[src/assert_macros.svh]
// assertion macros included by the top-level rtl file
`ifndef ASSERT_MACROS_SVH
`define ASSERT_MACROS_SVH

// checked on every rising edge, off while reset is asserted
`define KDLP_ASSERT(name, clk, rst_n, prop) \
  name: assert property (@(posedge clk) disable iff (!(rst_n)) (prop)) \
    else $error("assertion failed");

// checked on every rising edge, reset included
`define KDLP_ASSERT_ALWAYS(name, clk, prop) \
  name: assert property (@(posedge clk) (prop)) else $error("assertion failed");

`endif

[src/kdlp_pkg.sv]
// types, constants and key encoder for the key debouncer
`default_nettype none

package kdlp_pkg;

  localparam int unsigned CountW = 8;
  localparam int unsigned CodeW  = 3;
  localparam int unsigned CfgW   = 8;
  localparam int unsigned AddrW  = 4;
  localparam int unsigned DataW  = 32;

  typedef logic [CodeW-1:0]  key_code_t;
  typedef logic [CountW-1:0] count_t;
  typedef logic [CfgW-1:0]   cfg_t;

  localparam key_code_t KeyNone  = 3'd0;
  localparam key_code_t KeyK3    = 3'd1;
  localparam key_code_t KeyK2    = 3'd2;
  localparam key_code_t KeyK1    = 3'd3;
  localparam key_code_t KeyK1K3  = 3'd4;

  localparam cfg_t ChatterReset = 8'd3;
  localparam cfg_t RepeatReset  = 8'd50;
  localparam cfg_t LongReset    = 8'd100;

  typedef enum logic {
    OP_SCAN = 1'b0,
    OP_READ = 1'b1
  } op_e;

  typedef enum logic [1:0] {
    REG_CHATTER = 2'd0,
    REG_REPEAT  = 2'd1,
    REG_LONG    = 2'd2
  } reg_idx_e;

  function automatic key_code_t encode_keys(input logic k1, input logic k2, input logic k3);
    key_code_t code;
    if (k1) begin
      code = k3 ? KeyK1K3 : KeyK1;
    end else if (k2) begin
      code = KeyK2;
    end else if (k3) begin
      code = KeyK3;
    end else begin
      code = KeyNone;
    end
    return code;
  endfunction

endpackage

`default_nettype wire

[src/key_debounce_long_press.sv]
// top level: key debouncer with short press, long press and auto-repeat
// throughput: one word per cycle unless the output stalls, set by the single state update stage
// an input register and a result register separate the two channels
// reset clears the valid flags and debounce state, limits return to 3, 50 and 100
`default_nettype none

module key_debounce_long_press (
  input  wire logic                        clk_i,
  input  wire logic                        rst_ni,
  input  wire logic                        psel,
  input  wire logic                        penable,
  input  wire logic                        pwrite,
  input  wire logic [kdlp_pkg::AddrW-1:0]  paddr,
  input  wire logic [kdlp_pkg::DataW-1:0]  pwdata,
  output      logic [kdlp_pkg::DataW-1:0]  prdata,
  output      logic                        pready,
  input  wire logic                        in_valid_i,
  output      logic                        in_stall_o,
  input  wire logic                        operation_i,
  input  wire logic                        key1_pressed_i,
  input  wire logic                        key2_pressed_i,
  input  wire logic                        key3_pressed_i,
  output      logic                        out_valid_o,
  input  wire logic                        out_stall_i,
  output      logic [2:0]                  key_code_o,
  output      logic                        long_press_o
);

  `include "assert_macros.svh"

  kdlp_pkg::cfg_t chatter_q, repeat_q, long_q;
  kdlp_pkg::reg_idx_e cfg_idx;
  logic cfg_wr;

  logic in_valid_q;
  logic op_q, key1_q, key2_q, key3_q;
  logic out_valid_q;
  kdlp_pkg::key_code_t key_code_q, key_code_d;
  logic long_press_q, long_press_d;

  kdlp_pkg::key_code_t pending_q, pending_d;
  kdlp_pkg::key_code_t previous_q, previous_d;
  kdlp_pkg::count_t    count_q, count_d;
  kdlp_pkg::key_code_t latched_q, latched_d;
  logic                long_flag_q, long_flag_d;

  kdlp_pkg::key_code_t pend;
  kdlp_pkg::count_t    count_inc;
  logic [kdlp_pkg::CountW:0] chatter_p1;
  logic out_free, fire;

  // config port
  assign pready  = 1'b1;
  assign cfg_idx = kdlp_pkg::reg_idx_e'(paddr[3:2]);
  assign cfg_wr  = psel && penable && pwrite;

  always_comb begin
    prdata = '0;
    case (cfg_idx)
      kdlp_pkg::REG_CHATTER: prdata = {{(kdlp_pkg::DataW-kdlp_pkg::CfgW){1'b0}}, chatter_q};
      kdlp_pkg::REG_REPEAT:  prdata = {{(kdlp_pkg::DataW-kdlp_pkg::CfgW){1'b0}}, repeat_q};
      kdlp_pkg::REG_LONG:    prdata = {{(kdlp_pkg::DataW-kdlp_pkg::CfgW){1'b0}}, long_q};
      default:               prdata = '0;
    endcase
  end

  always_ff @(posedge clk_i or negedge rst_ni) begin
    if (!rst_ni) begin
      chatter_q <= kdlp_pkg::ChatterReset;
      repeat_q  <= kdlp_pkg::RepeatReset;
      long_q    <= kdlp_pkg::LongReset;
    end else if (cfg_wr) begin
      case (cfg_idx)
        kdlp_pkg::REG_CHATTER: chatter_q <= pwdata[kdlp_pkg::CfgW-1:0];
        kdlp_pkg::REG_REPEAT:  repeat_q  <= pwdata[kdlp_pkg::CfgW-1:0];
        kdlp_pkg::REG_LONG:    long_q    <= pwdata[kdlp_pkg::CfgW-1:0];
        default: ;
      endcase
    end
  end

  // handshake
  assign out_free   = !out_valid_q || !out_stall_i;
  assign fire       = in_valid_q && out_free;
  assign in_stall_o = in_valid_q && !out_free;

  always_ff @(posedge clk_i or negedge rst_ni) begin
    if (!rst_ni) begin
      in_valid_q <= 1'b0;
    end else if (!in_stall_o) begin
      in_valid_q <= in_valid_i;
    end
  end

  always_ff @(posedge clk_i) begin
    if (in_valid_i && !in_stall_o) begin
      op_q   <= operation_i;
      key1_q <= key1_pressed_i;
      key2_q <= key2_pressed_i;
      key3_q <= key3_pressed_i;
    end
  end

  // scan and read update
  assign count_inc  = count_q + kdlp_pkg::count_t'(1);
  assign chatter_p1 = {1'b0, chatter_q} + {{kdlp_pkg::CountW{1'b0}}, 1'b1};

  always_comb begin
    pending_d   = pending_q;
    previous_d  = previous_q;
    count_d     = count_q;
    latched_d   = latched_q;
    long_flag_d = long_flag_q;
    key_code_d  = latched_q;
    pend        = (pending_q == kdlp_pkg::KeyNone)
                  ? kdlp_pkg::encode_keys(key1_q, key2_q, key3_q) : pending_q;
    if (kdlp_pkg::op_e'(op_q) == kdlp_pkg::OP_READ) begin
      latched_d = kdlp_pkg::KeyNone;
    end else begin
      pending_d = pend;
      if (pend == kdlp_pkg::KeyNone) begin
        previous_d  = kdlp_pkg::KeyNone;
        long_flag_d = 1'b0;
        count_d     = '0;
      end else if (pend != previous_q) begin
        previous_d = pend;
        count_d    = '0;
      end else begin
        pending_d = kdlp_pkg::KeyNone;
        count_d   = count_inc;
        if (count_inc > chatter_q) begin
          if ({1'b0, count_inc} > chatter_p1) begin
            if (count_inc > repeat_q && count_inc > long_q) begin
              count_d     = repeat_q + kdlp_pkg::count_t'(1);
              latched_d   = previous_q;
              long_flag_d = 1'b1;
            end
          end else begin
            latched_d = previous_q;
          end
        end else begin
          long_flag_d = 1'b0;
        end
      end
      key_code_d = latched_d;
    end
    long_press_d = long_flag_d;
  end

  always_ff @(posedge clk_i or negedge rst_ni) begin
    if (!rst_ni) begin
      pending_q   <= kdlp_pkg::KeyNone;
      previous_q  <= kdlp_pkg::KeyNone;
      count_q     <= '0;
      latched_q   <= kdlp_pkg::KeyNone;
      long_flag_q <= 1'b0;
    end else if (fire) begin
      pending_q   <= pending_d;
      previous_q  <= previous_d;
      count_q     <= count_d;
      latched_q   <= latched_d;
      long_flag_q <= long_flag_d;
    end
  end

  // result register
  always_ff @(posedge clk_i or negedge rst_ni) begin
    if (!rst_ni) begin
      out_valid_q <= 1'b0;
    end else if (out_free) begin
      out_valid_q <= in_valid_q;
    end
  end

  always_ff @(posedge clk_i) begin
    if (fire) begin
      key_code_q   <= key_code_d;
      long_press_q <= long_press_d;
    end
  end

  assign out_valid_o  = out_valid_q;
  assign key_code_o   = key_code_q;
  assign long_press_o = long_press_q;

  `KDLP_ASSERT(a_idle_count_zero, clk_i, rst_ni,
               previous_q == kdlp_pkg::KeyNone |-> count_q == '0)
  `KDLP_ASSERT(a_long_needs_key, clk_i, rst_ni,
               long_flag_q |-> previous_q != kdlp_pkg::KeyNone)
  `KDLP_ASSERT(a_pending_tracks_prev, clk_i, rst_ni,
               pending_q != kdlp_pkg::KeyNone |-> pending_q == previous_q)
  `KDLP_ASSERT_ALWAYS(a_stall_cause, clk_i,
                      in_stall_o |-> (in_valid_q && out_valid_o && out_stall_i))

endmodule

`default_nettype wire

[config.mk]
export PLATFORM = sky130hd
export DESIGN_NAME = key_debounce_long_press
export DESIGN_NICKNAME = d
export VERILOG_FILES = /design/src/kdlp_pkg.sv /design/src/key_debounce_long_press.sv
export VERILOG_INCLUDE_DIRS = /design/src /design/src/src
export SDC_FILE = /design/constraint.sdc
export NUM_CORES = 1
export LEC_CHECK = 0
export BUFFER_PORTS_ARGS = -buffer_cell sky130_fd_sc_hd__buf_2
export CAP_MARGIN = 0
export CORE_UTILIZATION = 26
export CTS_BUF_LIST = sky130_fd_sc_hd__clkbuf_4 sky130_fd_sc_hd__clkbuf_8
export CTS_CLUSTER_DIAMETER = 200
export DETAILED_ROUTE_END_ITERATION = 10
export PLACE_DENSITY_LB_ADDON = 0.05
export SLEW_MARGIN = 25
export SYNTH_ARGS = -nofsm -noshare
export SYNTH_HDL_FRONTEND = slang
export SYNTH_SLANG_ARGS = --single-unit
[constraint.sdc]
create_clock -name clk_i -period 4.5 [get_ports clk_i]
set_clock_uncertainty 0.05 [all_clocks]
set_input_delay 0 -clock clk_i [delete_from_list [all_inputs] [get_ports clk_i]]
set_output_delay 0 -clock clk_i [all_outputs]
set_load 0.05 [all_outputs]
# Word level (Yosys, flattened, before mapping)
# Index checks and enable logic that the tools add are counted.
# totals
regBits,52
in_bits,47
wordCells,75
# op_classes
add_sub_neg,3
n_lt_le_gt_ge,4
n_eq_ne,3
n_mux,28
n_bitwise,1
n_reduce_logical,20
# ops
op,count
2-to-1 mux 3 bit,14
2-to-1 mux 8 bit,5
greater-than comparator 8 bit,3
case mux 8 bit (3 select lines),1
adder 8 x 1 -> 8 bit (second input constant),2
adder 8 x 1 -> 9 bit (second input constant),1
greater-than comparator 8 x 9 -> 1 bit,1
AND reduction 2 bit,4
2-to-1 mux 1 bit,7
logical AND 1 bit,6
zero test 3 bit,2
zero test 1 bit,4
!= test 3 bit,1
AND reduction 3 bit,1
== test 2 x 1 -> 1 bit (second input constant),1
== test 2 bit (second input constant),1
zero test 2 bit,1
2-to-1 mux 2 bit,1
nonzero test 2 bit,1
logical OR 1 bit,1
NOT 1 bit,1

# Depth between registers and ports, before layout
# Gate-level depths: netlist of the first run.
# logic_depth
word_depth,9
mapped_depth,14
depth_no_buf,12

# Worst setup path before layout of the first run
# No wires, ideal clock.
# synth_timing
kind,reg2reg
from,register count_q[0]
to,"register key_code_q[0], in the netlist key_code_o[0] (data pin)"
setup_ns,0.260
arrival_ns,2.903
required_time_ns,4.190
slack_ns,1.286
path_stages_with_launch,12
path_cell_list,dfrtp_1 > ha_1 > xor2_1 > ha_1 > a21o_1 > a21o_1 > a211oi_1 > nor4b_1 > a211oi_2 > o311a_4 > and2b_4 > mux2_4
# synth_between
elab_chain_cells,9
# synth_rtl
element,line,source
"start, declared",key_debounce_long_press.sv:43,"kdlp_pkg::count_t count_q, count_d;"
"start signal, assigned",key_debounce_long_press.sv:160,count_q <= count_d;
adder 8 x 1 -> 8 bit (*),key_debounce_long_press.sv:105,assign count_inc = count_q + kdlp_pkg::count_t'(1);
greater-than comparator 8 bit,key_debounce_long_press.sv:133,if (count_inc > repeat_q && count_inc > long_q) begin
logical AND 1 bit,key_debounce_long_press.sv:133,
2-to-1 mux 3 bit,key_debounce_long_press.sv:133,
2-to-1 mux 3 bit,key_debounce_long_press.sv:132,"if ({1'b0, count_inc} > chatter_p1) begin"
2-to-1 mux 3 bit (*),key_debounce_long_press.sv:131,if (count_inc > chatter_q) begin
2-to-1 mux 3 bit (*),key_debounce_long_press.sv:125,end else if (pend != previous_q) begin
2-to-1 mux 3 bit (*),key_debounce_long_press.sv:121,if (pend == kdlp_pkg::KeyNone) begin
2-to-1 mux 3 bit (*),key_debounce_long_press.sv:117,if (kdlp_pkg::op_e'(op_q) == kdlp_pkg::OP_READ) begin
net key_code_d[0],key_debounce_long_press.sv:38,"kdlp_pkg::key_code_t key_code_q, key_code_d;"
"end signal, assigned",key_debounce_long_press.sv:177,key_code_q <= key_code_d;
"end, declared",key_debounce_long_press.sv:38,
# The timed path passes the listed nets; every way through them passes the cells marked *.
# A chain may end at the register's enable or synchronous reset.

# Worst setup path after layout of the first run
# layout_timing
from,register count_q[0]
to,"register key_code_q[1], in the netlist key_code_o[1] (data pin)"
# The elaborated chain is that of the path after synthesis.

==> run_results.csv, run 1 <==
group,metric,value,unit
clock_tree,ctsHtreeMaxLevel,2,
yosys,total_of_flip_flops_plus_latches_after_synthesis,52,
yosys,syn-instance-count,404,
clock_tree,clk_latency,0.33,ns
sta,finalHoldViolations,0,
detailed_routing,route.detailed.vias_per_inst,4.57,
power,post-layout-total-power,1.72,mW
clock_tree,tritoncts,"built",
cells_and_area,design.final.nets,539,
yosys,synth_area_per_cell,9.36,µm²
clock_tree,cts_repair_resize_count,0,
global_route,antenna_violations_before_repair,0,
clock_tree,cts-hold-fix-buffers,16,
sta,timing.final.setup_violations,0,
floorplan,die_w,123,µm
sta,timing_worst_slew_pin_value,0.840,ns
placement,gp_congestion,0.738,
job,max-cap-violations,0,
worst_hold_path,timing.hold.worst.class,"input port to flip-flop",
detailed_routing,vias_after_detailed_routing,2925,
cells_and_area,most_frequent_standard_cell_in_the_layout_excluding_fill_and_tap_cells,"sky130_fd_sc_hd__nand2_1",
setup_path,critical_path.endpoint_type,"flip-flop",
sta,hold_slack,0.197,ns
sta,unrepaired_setup_endpoints_after_global_routing,"false",
placement,place.detailed.instances,616,
yosys,dominantRegCellSynth,"sky130_fd_sc_hd__dfrtp_1",
cells_and_area,layoutNonFillerInstCount,640,
power,worst_ir_drop_vdd,0.152,mV
placement,portBuffers,34,
clock_tree,longest_clk_path_bufs,2,
yosys,postSynth.asyncResetShare,0.846,
detailed_routing,detail_route.wl_per_cell,15.8,µm
yosys,synth_sequential_area_ratio,0.357,
yosys,ys_warn_count,0,
global_route,grt_remaining_overflow,0,
floorplan,floorplan.core_area,14000,µm²
detailed_routing,drc,0,
clock_tree,cts_buffers,5,
global_route,grt_pass1_vias,3064,
power,leakagePower,2.01,nW
setup_path,crit_path_kind,"flip-flop to flip-flop",
global_route,track_usage,0.148,
yosys,synth-edff-count,8,
setup_path,cp-start-kind,"flip-flop",
floorplan,floorplan.io_pins,86,
detailed_routing,routed_wl,10100,µm
sta,final_clock_period_utilization_by_the_worst_path,0.836,
placement,place.detailed.hpwl,8060,µm
power,power_density,394,nW/µm²
clock_tree,clock-root-buffer,"sky130_fd_sc_hd__clkbuf_8",
cells_and_area,antenna_cells,0,
sta,setup_tns,0,ns
cells_and_area,layout-drive-gt1-share,0.178,
yosys,syn_area,3780,µm²
clock_tree,postCtsSetupRepairBufs,0,
detailed_routing,detailedRoute.firstPassIterationCount,4,
clock_tree,clock_sinks,52,
setup_path,critical_path_required,4.54,ns
yosys,netlist-cell-type-count,58,
cells_and_area,mostFrequentLayoutCells,"47 x sky130_fd_sc_hd__nand2_1, 36 x sky130_fd_sc_hd__dfrtp_1, 34 x sky130_fd_sc_hd__buf_2",
sta,clock.fmax,266,MHz
clock_tree,clk_pin_slew,0.10,ns
floorplan,num_rows,43,
sta,final_period_minus_worst_setup_slack,3.76,ns
floorplan,die_h,123,µm
setup_path,timing.critical_path.fanout_max,9,
cells_and_area,area_growth,15.4,%
setup_path,critical_path_arrival,3.80,ns
global_route,grt_max_degree,45,
detailed_routing,drt.antenna.violating_nets,0,
global_route,grt_pass1_wl,16300,µm
sta,drv_slew,0,
floorplan,floorplan.initialDensity,0.269,
detailed_routing,initialDrtViolationCount,99,
sta,timing.slew.headroom,0.432,
outcome,outcome,"finished clean",
floorplan,die_area,15000,µm²
-- final timing paths --
path	startpoint	end	slack [ns]	cells past startpoint
worst max-delay path	count_q[0]	key_code_o[1]	0.74	13
worst min-delay path	penable	long_q[2]	0.20	6
worst max register to register	count_q[0]	key_code_o[1]	0.74	13
worst min register to register	in_valid_q	out_valid_o	0.46	1
max in group asynchronous	rst_ni	previous_q[0]	3.72	3
min in group asynchronous	rst_ni	long_q[1]	0.27	3
-- sequential cells by signal, summed over array words and instances (netlist names), 3 cells and up --
name	flops
latched_q	3
count_q	8
key_code_o	3
repeat_q	8
chatter_q	8
long_q	8
pending_q	3
previous_q	3
-- cell usage after synthesis (all sizes together), types with 11 or more instances --
master / count / area (µm²)
a21oi: 11 / 55.1
buf: 28 / 208
dfrtp: 36 / 901
ha: 33 / 413
inv: 31 / 116
mux2: 15 / 180
mux2i: 15 / 150
nand2: 47 / 176
nand3: 15 / 80.1
nor2: 16 / 60.1
o21ai: 38 / 190
xnor2: 16 / 140
-- through the flow --
stage | setup WS [ns] | utilization | cell area (µm²)
2_1_floorplan | 1.29 | - | 3870
3_3_place_gp | 0.677 | 0.292 | 4100
3_5_place_dp | 0.689 | 0.292 | 4100
4_1_cts | 0.691 | 0.311 | 4370
5_1_grt | 0.439 | 0.311 | 4370
6_report | 0.736 | 0.311 | 4370
-- cell families (layout without fill, tap and decap cells) --
kind of cell	after synthesis	after routing	synth area share
buffers and inverters	65	98	0.0916
adders and majority gates	34	34	0.112
AOI/OAI and AO/OA	81	81	0.139
DFF	52	52	0.357
muxes	30	30	0.0873
xor gates and xnor gates	20	20	0.0500
other	2	25	0.00199
and+or+nand+nor	120	120	0.161
-- metal layers --
metal	vias to the layer above	routed length, µm	GRT usage
met1	1382	5040	0.192
met2	58	4690	0.250
met4	0	129	0.0480
met3	7	276	0.0237
li1	1478	-	-
met5	-	0	0
-- worst max-delay path, cell delays in order, from the launching register on --
cell	delay [ns]
sky130_fd_sc_hd__dfrtp_1	0.55
sky130_fd_sc_hd__ha_1	0.35
sky130_fd_sc_hd__nand2_1	0.12
sky130_fd_sc_hd__o21ai_1	0.34
sky130_fd_sc_hd__nand2_1	0.19
sky130_fd_sc_hd__ha_1	0.34
sky130_fd_sc_hd__nand3_1	0.11
sky130_fd_sc_hd__or4bb_1	0.52
sky130_fd_sc_hd__o31ai_1	0.09
sky130_fd_sc_hd__buf_4	0.19
sky130_fd_sc_hd__inv_1	0.05
sky130_fd_sc_hd__o311a_4	0.14
sky130_fd_sc_hd__and2b_4	0.20
sky130_fd_sc_hd__mux2_4	0.29
-- power by group --
group          switching [mW]  internal (mW)  total (mW)  leakage (nW)
logic                   0.431          0.263       0.694          1.34
clock network           0.172          0.147       0.319        0.0549
registers               0.121          0.588       0.708         0.617
-- area by class of cell --
| type | instances | area (µm²) |
|---|---|---|
| fill | 1487 | 9680 |
| tap | 180 | 225 |
| clock buffer | 8 | 104 |
| multi-input combinational | 310 | 2170 |
| inverter | 31 | 116 |
| timing repair buffer | 59 | 398 |
| sequential | 52 | 1350 |
No activity file was read; power rests on OpenSTA's default activity.
==> run 2, diff against run 1 <==
Clock period 4.5 ns to 3.7 ns, I/O delays scaled along.
==> run 2 against run 1 <==
Compared with the run above:
- power grew 24%
- count of clock-buffer cells in the layout shrank 2
- global-route usage grew 0.13 points
- wire length grew 1.6%
- clock power grew 29%
- fmax grew 10%
- via count grew 2.0%
- utilization grew 0.62 points
- combinational power grew 25%
- die area is the same
==> run_results.csv, run 2 (same netlist as run 1, synthesis figures left out) <==
group,metric,value,unit
detailed_routing,drt.antenna.violating_nets,0,
detailed_routing,vias_after_detailed_routing,2983,
detailed_routing,detail_route.wl_per_cell,15.9,µm
placement,place.detailed.hpwl,8150,µm
sta,setup_slack,0.277,ns
cells_and_area,most_frequent_standard_cell_in_the_layout_excluding_fill_and_tap_cells,"sky130_fd_sc_hd__nand2_1",
global_route,grt_pass1_vias,3132,
placement,place_ws,0.199,ns
setup_path,cp-start-kind,"flip-flop",
floorplan,floorplan.io_pins,86,
cells_and_area,mostFrequentLayoutCells,"47 x sky130_fd_sc_hd__nand2_1, 36 x sky130_fd_sc_hd__dfrtp_1, 34 x sky130_fd_sc_hd__buf_2",
setup_path,critical_path_arrival,3.46,ns
cells_and_area,layout-drive-gt1-share,0.195,
global_route,grt_pass1_wl,16700,µm
sta,drv_slew,0,
cells_and_area,fillerInstances,1487,
detailed_routing,route.detailed.vias_per_inst,4.61,
cells_and_area,antenna_cells,0,
global_route,globalRouteMet1Util,0.200,
cells_and_area,area_growth,17.7,%
sta,final_period_minus_worst_setup_slack,3.42,ns
setup_path,cpPeakStageDelay,0.48,ns
detailed_routing,detailedRoute.firstPassIterationCount,4,
power,worst_ir_drop_vdd,0.180,mV
cells_and_area,postLayoutCoreUtil,0.317,
floorplan,die_area,15000,µm²
sta,finalHoldViolations,0,
sta,timing_worst_slew_pin_value,0.776,ns
global_route,antenna_violations_before_repair,0,
cells_and_area,sequential_cell_area,1350,µm²
clock_tree,tritoncts,"built",
setup_path,crit_path_kind,"flip-flop to flip-flop",
floorplan,die_w,123,µm
setup_path,critical_path_required,3.74,ns
sta,clock.fmax,292,MHz
clock_tree,postCtsSetupRepairBufs,0,
global_route,met2_usage,0.243,
setup_path,cp_common_cell,"sky130_fd_sc_hd__nand3_1",
clock_tree,ctsHtreeMaxLevel,2,
floorplan,num_rows,43,
setup_path,timing.critical_path.fanout_max,5,
detailed_routing,routed_wl,10300,µm
worst_hold_path,timing.hold.worst.class,"input port to flip-flop",
global_route,globalRoute.busiestLayer,"met2",
clock_tree,longest_clk_path_bufs,2,
cells_and_area,layoutNonFillerInstCount,647,
global_route,grt_max_degree,45,
clock_tree,clock-root-buffer,"sky130_fd_sc_hd__clkbuf_8",
placement,portBuffers,34,
sta,timing.slew.headroom,0.476,
power,leakagePower,2.07,nW
global_route,grt_util_met3,0.0242,
setup_path,critical_path.endpoint_type,"flip-flop",
outcome,outcome,"finished clean",
placement,gp_congestion,0.787,
setup_path,critical_path.slowest_cell,"sky130_fd_sc_hd__xnor2_1",
sta,unrepaired_setup_endpoints_after_global_routing,"false",
clock_tree,clk_pin_slew,0.10,ns
sta,final_clock_period_utilization_by_the_worst_path,0.925,
floorplan,floorplan.core_area,14000,µm²
cells_and_area,final_area,4450,µm²
sta,setup_tns,0,ns
placement,placedInstanceArea,4170,µm²
cells_and_area,design.final.nets,546,
cells_and_area,multi_input_comb_area,2190,µm²
clock_tree,clock_sinks,52,
setup_path,sequence_of_cells_on_the_critical_path,"buf_4 > nand3_1 > xnor2_1 > ha_1 > and3_1 > a221o_1 > nand3_1 > a311oi_2 > o311a_4 > and2b_4 > mux2_4",
clock_tree,clk_latency,0.32,ns
job,max-cap-violations,0,
placement,place.detailed.instances,623,
detailed_routing,initialDrtViolationCount,131,
global_route,track_usage,0.150,
clock_tree,cts_buffers,5,
sta,hold_slack,0.199,ns
floorplan,floorplan.initialDensity,0.269,
power,post-layout-total-power,2.14,mW
floorplan,die_h,123,µm
sta,timing.final.setup_violations,0,
power,power_density,480,nW/µm²
detailed_routing,drc,0,
global_route,grt_remaining_overflow,0,
[run 2: changes by cell type in the layout (fill, tap and decap cells not counted)]
cell | previous run | this run
sky130_fd_sc_hd__xnor2_2 | 0 | 2
sky130_fd_sc_hd__clkinv_2 | 0 | 1
sky130_fd_sc_hd__clkbuf_8 | 7 | 5
sky130_fd_sc_hd__bufinv_16 | 0 | 1
sky130_fd_sc_hd__xnor2_1 | 16 | 14
sky130_fd_sc_hd__buf_12 | 0 | 1
sky130_fd_sc_hd__buf_4 | 9 | 15
[run 2: area by class of cell]
cell class                      instances  share of cell area
Inverter                               31              0.0261
Clock inverter                          2             0.00787
Multi-Input combinational cell        310               0.491
Sequential cell                        52               0.303
Clock buffer                            6              0.0171
Timing Repair Buffer                   66               0.104
Tap cell                              180              0.0506
[run 2: per-layer routing]
| layer | wire length (µm) | vias to the layer above |
|---|---|---|
| met5 | 0 | - |
| met4 | 189 | 0 |
| met3 | 467 | 12 |
| met2 | 4610 | 79 |
| met1 | 5040 | 1398 |
| li1 | - | 1494 |
[run 2: report_power, final]
group / switching [mW] / internal [mW] / total, mW
sequential: 0.142 / 0.714 / 0.856
combinational: 0.538 / 0.331 / 0.869
clock: 0.202 / 0.208 / 0.410
[run 2: path summary, 6_finish.rpt]
check	startpoint	to	slack, ns	depth (start not counted)
worst max register to register	count_q[2]	key_code_o[1]	0.28	11
worst max-delay path	count_q[2]	key_code_o[1]	0.28	11
min in group asynchronous	rst_ni	repeat_q[3]	0.24	3
max in group asynchronous	rst_ni	count_q[6]	2.94	3
worst min register to register	in_valid_q	out_valid_o	0.46	1
worst min-delay path	penable	long_q[2]	0.20	6
[run 2: worst max-delay path, delay by kind of cell, from the launching register on]
kind,cells,cell delay [ns]
xor gates and xnor gates,1,0.48
AOI/OAI and AO/OA,3,0.92
buffers and inverters,1,0.14
adders and majority gates,1,0.35
and+or+nand+nor,4,0.59
muxes,1,0.29
DFF,1,0.38
[run 2: timing repair]
action	4_1_cts	5_1_grt
resized for setup	0	2
hold buffers	16	0
endpoints found under the hold margin	66	0
endpoints found under the setup margin	0	1
